[config.mk]
export PLATFORM = sky130hd
export DESIGN_NAME = cpu_stack_call_return_unit_top
export DESIGN_NICKNAME = d
export VERILOG_FILES = /design/src/hw/rtl/cscr_pkg.sv /design/src/hw/rtl/cpu_stack_call_return_unit_top.sv
export VERILOG_INCLUDE_DIRS = /design/src /design/src/hw/rtl
export SDC_FILE = /design/constraint.sdc
export NUM_CORES = 1
export LEC_CHECK = 0
export BUFFER_PORTS_ARGS = -buffer_cell sky130_fd_sc_hd__buf_2
export CORE_AREA = 4 4 142 144
export DETAILED_ROUTE_END_ITERATION = 6
export DIE_AREA = 0 0 146 148
export PLACE_DENSITY = 0.75
export SYNTH_ARGS = -nofsm -noshare
export SYNTH_HDL_FRONTEND = slang
export SYNTH_SLANG_ARGS = --single-unit
[constraint.sdc]
create_clock -name clk -period 9.15 [get_ports clk]
set_clock_uncertainty 0.15 [all_clocks]
set_input_delay 0.4575 -clock clk [delete_from_list [all_inputs] [get_ports clk]]
set_output_delay 0.4575 -clock clk [all_outputs]
set_load 0.01 [all_outputs]
[src/hw/rtl/assert_macros.svh]
// Assertion shorthands shared by the RTL files.
// No dependencies; include by bare file name.
`ifndef ASSERT_MACROS_SVH
`define ASSERT_MACROS_SVH

// Same-cycle implication, sampled on the rising clock edge, off during reset.
`define ASSERT_IMP(lbl, clk, rst_n, ante, cons) \
	lbl: assert property (@(posedge clk) disable iff (!rst_n) (ante) |-> (cons)) \
		else $error("implication check failed");

// Next-cycle implication, sampled on the rising clock edge, off during reset.
`define ASSERT_NEXT(lbl, clk, rst_n, ante, cons) \
	lbl: assert property (@(posedge clk) disable iff (!rst_n) (ante) |=> (cons)) \
		else $error("next-cycle check failed");

`endif

[src/hw/rtl/cscr_pkg.sv]
// Types and constants for the stack / call / return unit.
// No dependencies; used by cpu_stack_call_return_unit_top.
package cscr_pkg;

	typedef enum logic [2:0] {
		REQ_PUSH    = 3'd0,
		REQ_POP     = 3'd1,
		REQ_CALL    = 3'd2,
		REQ_CALL_CC = 3'd3,
		REQ_RST     = 3'd4,
		REQ_RET     = 3'd5,
		REQ_RET_CC  = 3'd6,
		REQ_RETI    = 3'd7
	} req_kind_t;

	typedef enum logic [1:0] {
		PAIR_AF = 2'd0,
		PAIR_BC = 2'd1,
		PAIR_DE = 2'd2,
		PAIR_HL = 2'd3
	} pair_t;

	typedef enum logic [1:0] {
		COND_NZ = 2'd0,
		COND_Z  = 2'd1,
		COND_NC = 2'd2,
		COND_C  = 2'd3
	} cond_t;

	localparam int unsigned FLAG_Z = 3;
	localparam int unsigned FLAG_C = 0;

	localparam logic [3:0] CLK_PUSH     = 4'd4;
	localparam logic [3:0] CLK_POP      = 4'd3;
	localparam logic [3:0] CLK_CALL     = 4'd3;
	localparam logic [3:0] CLK_CALL_CC  = 4'd2;
	localparam logic [3:0] CLK_RST      = 4'd8;
	localparam logic [3:0] CLK_RET      = 4'd2;
	localparam logic [3:0] CLK_RET_TKN  = 4'd4;

	typedef struct packed {
		logic [2:0]  req_type;
		logic [1:0]  pair_sel;
		logic [1:0]  cond_sel;
		logic [3:0]  flags;
		logic [15:0] cur_pc;
		logic [15:0] cur_sp;
		logic [15:0] push_value;
		logic [15:0] stack_pair;
		logic [15:0] imm_word;
	} req_t;

	typedef struct packed {
		logic        write_valid;
		logic [15:0] write_addr;
		logic [7:0]  write_data;
		logic [15:0] new_pc;
		logic [15:0] new_sp;
		logic [15:0] pop_value;
		logic        pop_valid;
		logic [3:0]  flags_out;
		logic        flags_load;
		logic        ime_set;
		logic [3:0]  clocks_added;
		logic        last;
	} rsp_t;

endpackage

[src/hw/rtl/cpu_stack_call_return_unit_top.sv]
// Top level of the stack / call / return unit: one input register, decode logic,
// one result register. Depends on cscr_pkg and assert_macros.svh.
//
// Usage
//   Command channel: drive req and raise start; the beat is taken at a rising
//   edge where start is high and busy is low. busy depends on registers only.
//   Result channel: each result beat sits on rsp for exactly one cycle with
//   done high. The receiver cannot stall it and must take every beat.
//   Push, taken call and restart give two beats: the low byte written at sp-1
//   (last low), then the high byte at sp-2 together with the new pc/sp (last
//   high). All other kinds give one beat with last high.
// Path: an accepted command's first beat passes the input register, then the
//   result register, before it shows on rsp.
// Throughput: one command per cycle for single-beat kinds; a two-beat kind
//   holds the input register (busy high) while its first beat goes out, since
//   the result register sends one beat per cycle.
// Reset: arst_n low clears the input-valid, beat-phase and done flags; no
//   results come out until a command is accepted after reset.
`include "assert_macros.svh"

module cpu_stack_call_return_unit_top (
	input  logic          clk,
	input  logic          arst_n,
	input  logic          start,
	input  cscr_pkg::req_t req,
	output logic          busy,
	output logic          done,
	output cscr_pkg::rsp_t rsp
);

	// input register
	cscr_pkg::req_t req_s1;
	logic           valid_s1;
	// high once the first write beat of a two-beat command has been sent
	logic           phase_q;
	// result register
	cscr_pkg::rsp_t rsp_q;
	logic           done_q;

	logic           accept;
	logic           advance;
	logic           cond_ok;
	logic           do_push;
	logic [15:0]    word;
	logic [15:0]    npc;
	logic [15:0]    nsp;
	logic [15:0]    popv;
	logic           popok;
	logic [3:0]     fo;
	logic           fload;
	logic           ime;
	logic [3:0]     clks;
	logic [15:0]    pc_p1;
	logic [15:0]    pc_p3;
	logic [15:0]    sp_p2;
	logic [15:0]    sp_m1;
	logic [15:0]    sp_m2;
	cscr_pkg::rsp_t first_beat;
	cscr_pkg::rsp_t final_beat;

	// hold the input register while the first write beat of a pushing command goes out
	assign busy    = valid_s1 && do_push && !phase_q;
	assign accept  = start && !busy;
	assign advance = valid_s1 && !busy;

	assign pc_p1 = req_s1.cur_pc + 16'd1;
	assign pc_p3 = req_s1.cur_pc + 16'd3;
	assign sp_p2 = req_s1.cur_sp + 16'd2;
	assign sp_m1 = req_s1.cur_sp - 16'd1;
	assign sp_m2 = req_s1.cur_sp - 16'd2;

	// condition test: zero flag for NZ/Z, carry flag for NC/C
	always_comb begin
		case (req_s1.cond_sel)
			cscr_pkg::COND_NZ: cond_ok = !req_s1.flags[cscr_pkg::FLAG_Z];
			cscr_pkg::COND_Z:  cond_ok = req_s1.flags[cscr_pkg::FLAG_Z];
			cscr_pkg::COND_NC: cond_ok = !req_s1.flags[cscr_pkg::FLAG_C];
			cscr_pkg::COND_C:  cond_ok = req_s1.flags[cscr_pkg::FLAG_C];
			default:           cond_ok = 1'b0;
		endcase
	end

	// decode the command kind into its pc/sp update and side outputs
	always_comb begin
		do_push = 1'b0;
		word    = 16'd0;
		npc     = req_s1.cur_pc;
		nsp     = req_s1.cur_sp;
		popv    = 16'd0;
		popok   = 1'b0;
		fo      = 4'd0;
		fload   = 1'b0;
		ime     = 1'b0;
		clks    = 4'd0;
		case (req_s1.req_type)
			cscr_pkg::REQ_PUSH: begin
				// AF: low byte is the flags nibble over four zero bits
				if (req_s1.pair_sel == cscr_pkg::PAIR_AF)
					word = {req_s1.push_value[15:8], req_s1.flags, 4'd0};
				else
					word = req_s1.push_value;
				do_push = 1'b1;
				npc     = pc_p1;
				clks    = cscr_pkg::CLK_PUSH;
			end
			cscr_pkg::REQ_POP: begin
				popok = 1'b1;
				if (req_s1.pair_sel == cscr_pkg::PAIR_AF) begin
					popv  = {req_s1.stack_pair[15:4], 4'd0};
					fo    = req_s1.stack_pair[7:4];
					fload = 1'b1;
				end else begin
					popv = req_s1.stack_pair;
				end
				nsp  = sp_p2;
				npc  = pc_p1;
				clks = cscr_pkg::CLK_POP;
			end
			cscr_pkg::REQ_CALL: begin
				word    = pc_p3;
				do_push = 1'b1;
				npc     = req_s1.imm_word;
				clks    = cscr_pkg::CLK_CALL;
			end
			cscr_pkg::REQ_CALL_CC: begin
				if (cond_ok) begin
					word    = pc_p3;
					do_push = 1'b1;
					npc     = req_s1.imm_word;
				end else begin
					npc = pc_p3;
				end
				clks = cscr_pkg::CLK_CALL_CC;
			end
			cscr_pkg::REQ_RST: begin
				word    = req_s1.cur_pc;
				do_push = 1'b1;
				npc     = req_s1.imm_word;
				clks    = cscr_pkg::CLK_RST;
			end
			cscr_pkg::REQ_RET: begin
				npc  = req_s1.stack_pair;
				nsp  = sp_p2;
				clks = cscr_pkg::CLK_RET;
			end
			cscr_pkg::REQ_RET_CC: begin
				if (cond_ok) begin
					npc  = req_s1.stack_pair;
					nsp  = sp_p2;
					clks = cscr_pkg::CLK_RET_TKN;
				end else begin
					npc  = pc_p1;
					clks = cscr_pkg::CLK_RET;
				end
			end
			cscr_pkg::REQ_RETI: begin
				npc  = req_s1.stack_pair;
				nsp  = sp_p2;
				ime  = 1'b1;
				clks = cscr_pkg::CLK_RET;
			end
			default: begin
				clks = 4'd0;
			end
		endcase
	end

	// build both candidate beats; the write fields of the final beat
	// carry the high byte only when the command pushes
	always_comb begin
		first_beat             = '0;
		first_beat.write_valid = 1'b1;
		first_beat.write_addr  = sp_m1;
		first_beat.write_data  = word[7:0];

		final_beat              = '0;
		final_beat.write_valid  = do_push;
		final_beat.write_addr   = do_push ? sp_m2 : 16'd0;
		final_beat.write_data   = do_push ? word[15:8] : 8'd0;
		final_beat.new_pc       = npc;
		final_beat.new_sp       = do_push ? sp_m2 : nsp;
		final_beat.pop_value    = popv;
		final_beat.pop_valid    = popok;
		final_beat.flags_out    = fo;
		final_beat.flags_load   = fload;
		final_beat.ime_set      = ime;
		final_beat.clocks_added = clks;
		final_beat.last         = 1'b1;
	end

	// control: input valid, beat phase, result strobe
	always_ff @(posedge clk or negedge arst_n) begin
		if (!arst_n) begin
			valid_s1 <= 1'b0;
			phase_q  <= 1'b0;
			done_q   <= 1'b0;
		end else begin
			if (accept)
				valid_s1 <= 1'b1;
			else if (advance)
				valid_s1 <= 1'b0;
			phase_q <= busy;
			done_q  <= valid_s1;
		end
	end

	// payload: capture the command, load the outgoing beat
	always_ff @(posedge clk) begin
		if (accept)
			req_s1 <= req;
		if (valid_s1) begin
			if (busy)
				rsp_q <= first_beat;
			else
				rsp_q <= final_beat;
		end
	end

	assign done = done_q;
	assign rsp  = rsp_q;

	// a two-beat command sends its low-byte beat right after it stalls input
	`ASSERT_NEXT(a_busy_first_beat, clk, arst_n, busy, done && !rsp.last && rsp.write_valid)
	// a stall always ends in the cycle after it begins
	`ASSERT_NEXT(a_busy_one_cycle, clk, arst_n, busy, !busy)
	// a non-final beat is always followed by the final write beat
	`ASSERT_NEXT(a_final_follows, clk, arst_n, done && !rsp.last,
		done && rsp.last && rsp.write_valid)

endmodule
==> results.py <==
metrics = {
    "clock_network": {
        "cts_setup_buffers": 0,
        "cts.reportedPaths.clkPinSlew_ns": 0.08,
        "cts_tree": "done",
        "clock_path_buffers": 2,
        "numClockSinks": 179,
        "h-tree-depth": 4,
        "cts-hold-fix-buffers": 1,
        "clock_latency_ns": 0.44,
        "cts_root_buf": "clkbuf_16",
        "numCtsBuffers": 17,
        "ctsResizeCount": 0,
    },
    "worst_hold_path": {
        "holdPathStages": 1,
        "whs_endpoint": "req_s1[70]",
        "min_path_type": "input port to flop",
        "hold_start": "req[70]",
    },
    "cells_and_area": {
        "diodes": 0,
        "syn_to_final_growth_pct": 20.4,
        "layout.nets": 923,
        "drive_gt1_share_pct": 29.4,
    },
    "placed_design": {
        "dpl.hpwl_um": 15900,
        "preCtsSetupSlack_ns": 5.07,
        "routabilityCongestion": 0.971,
        "port_buffers": 180,
    },
    "timing": {
        "fin_crit_sh_pct": 44.1,
        "fmax_mhz": 248,
        "post-route-min-period_ns": 4.04,
        "hold_viol_final": 0,
        "setup_ws_ns": 5.11,
        "fin_setup_tns_ns": 0,
        "worstMarginPinSlew_ns": 0.987,
        "slew_headroom_pct": 34.2,
        "rsz0062_at_grt": "no",
        "maxSlewViolCount": 0,
        "finalSetupViolations": 0,
    },
    "grt": {
        "antenna_found_initial": 0,
        "grt_pass1_wl_um": 34300,
        "grt_max_degree": 53,
        "grtUsageTotal_pct": 20.5,
        "first_global_vias": 5922,
        "overflow": 0,
    },
    "route": {
        "dr.pass1.iters": 6,
        "vias": 6273,
        "first_iter_violations": 642,
        "drt-vias-per-instance": 5.86,
        "drcViolationCount": 0,
        "postRouteAntennaNets": 0,
        "wl_um": 22400,
        "wl_per_cell_um": 20.9,
    },
    "synth": {
        "ys_warn_count": 0,
        "ys_seq_area_share_pct": 63.9,
        "synth_area_per_cell_um2": 12.7,
        "syn-cell-area_mm2": 0.00838,
        "syn_inst": 661,
        "synth_edf_count": 176,
        "synth-seq-cells": 179,
        "synthArstFlopShare_pct": 1.68,
        "synthFlopType": "edfxtp_1",
        "synth_cell_types": 73,
        "syn_nets": 761,
    },
    "critical_path": {
        "r2r_slack_ns": 5.11,
        "reg2reg_to": "req_s1[69]",
        "worstPathMaxFanout": 52,
        "reg2reg_from": "req_s1[88]",
        "worstRegToRegCells": 8,
        "critPathCaptureType": "flop",
        "crit_type": "flop to flop",
        "worst_ep_required_time_ns": 9.07,
        "startpoint_type": "flop",
        "arrival_ns": 3.95,
    },
    "status": {
        "status": "completed",
    },
    "power_and_ir_drop": {
        "vdd_drop_max_mv": 0.133,
        "p_leak_nw": 3.91,
        "power_density_mw_per_mm2": 213,
    },
    "floorplanning": {
        "core_mm2": 0.0187,
        "die_w_um": 146,
        "fp.dieH_um": 148,
        "rows": 50,
        "dieArea_mm2": 0.0216,
        "io_pins": 181,
        "start_util_pct": 44.8,
    },
    "job": {
        "max_cap_violations": 0,
    },
}
-- metal layers --
| layer | up-vias | part of all wire [%] | global-route usage [%] |
|---|---|---|---|
| li1 | 2893 | - | - |
| met1 | 3004 | 43 | 28.9 |
| met2 | 347 | 47 | 32.6 |
| met3 | 29 | 8.6 | 4.57 |
| met4 | 0 | 1.3 | 5.32 |
| met5 | - | 0 | 0 |
-- layout make-up --
type                    instances  area, µm²
clock inverters                15        216
repair buffers                187        956
multi-input cells             423       2780
fillers                      1591       8610
flip-flops and latches        179       5360
clock buffers                  17        425
well taps                     234        293
inverters                      15       56.3
-- synthesized netlist by cell type (all sizes together), types with 3 or more instances --
cell type  instances  area [µm²]
nor2              53         201
a21boi             3        22.5
nor3b              5        42.5
nand2b            10        62.6
and2               8        50.1
nand2             47         179
edfxtp           176        5290
clkbuf            28         105
and3              18         113
a2bb2oi            7        61.3
a222oi             7        70.1
ha                 6        75.1
mux2               3        37.5
o21ai             19         106
or3                3        23.8
nand4              7        43.8
a221oi            12         105
mux2i              8         109
o31ai              4        30.0
o22ai              7        43.8
nor3              16        91.3
inv               15        56.3
a221o              4        40.0
nand3             11        55.1
nor4              13        96.3
a211oi             9        67.6
buf               16        90.1
o21a               7        52.6
dfrtp              3        75.1
xnor2              8        70.1
xor2              23         201
a21o               3        22.5
a21oi             35         175
a22oi             18         135
a31oi              9        56.3
o32ai              5        43.8
or2                9        56.3
-- report_power, final --
group	switching [mW]	internal, mW
Clock	0.354	0.423
Combinational	0.188	0.119
Sequential	0.0620	1.01
Total	0.603	1.55
-- critical path, stage by stage (launching register included) --
cell      delay, ns
edfxtp_1       1.00
nand2_1        0.23
mux2_2         0.36
nand2_1        0.06
buf_4          0.34
inv_2          0.16
nand2_2        0.16
and2_4         0.50
buf_4          0.64
-- metrics by stage --
| step | std cells | utilization (%) | power (mW) | area (µm²) | hold WS (ns) |
|---|---|---|---|---|---|
| 4_1_cts | 1070 | 53.9 | 2.16 | 10100 | 0.0169 |
| 2_1_floorplan | 661 | - | 1.26 | 8380 | 0.0119 |
| 5_1_grt | 1070 | 53.9 | 2.24 | 10100 | 0.0140 |
| 6_report | 1070 | 53.9 | 2.15 | 10100 | 0.0364 |
| 3_3_place_gp | 1037 | 50.5 | 1.38 | 9440 | 0.110 |
| 3_5_place_dp | 1037 | 50.5 | 1.39 | 9440 | 0.113 |
-- how the worst max path moves through the flow --
| stage | start | endpoint | slack (ns) | cells after the start |
|---|---|---|---|---|
| finish | req_s1[88] | req_s1[69] | 5.11 | 8 |
| global route | req_s1[88] | req_s1[83] | 4.77 | 8 |
| CTS | req_s1[88] | req_s1[83] | 5.07 | 8 |
| detailed placement | req_s1[88] | req_s1[37] | 5.07 | 8 |
| global placement | req_s1[88] | req_s1[19] | 5.27 | 8 |
| floorplan | valid_s1 | req_s1[0] | 4.29 | 4 |
-- sequential cells by signal, summed over array words and instances (netlist names) --
signal and flops:
done 1, phase_q 1, req_s1 91, rsp 85
valid_s1 1
-- cells in the final DEF (no fill, tap or decap), drive strengths merged, types with 11 or more instances in the layout --
cell type | synthesis | routed
a21oi | 35 | 35
a221oi | 12 | 12
a22oi | 18 | 18
and3 | 18 | 18
buf | 16 | 186
clkbuf | 28 | 17
edfxtp | 176 | 176
inv | 15 | 21
nand2 | 47 | 47
nand3 | 11 | 11
nor2 | 53 | 53
nor3 | 16 | 16
nor4 | 13 | 13
o21ai | 19 | 19
xor2 | 23 | 23
-- cells by family (layout without fill, tap and decap cells) --
family | Yosys count | in the layout | synth area share [%]
compound gates | 163 | 163 | 13.8
xor+xnor | 31 | 31 | 3.24
fa+ha+maj | 6 | 6 | 0.895
buf+inv | 59 | 234 | 3.00
flops | 179 | 179 | 63.9
mux | 11 | 11 | 1.75
simple gates | 212 | 212 | 13.4
(Power assumes the default switching activity.)
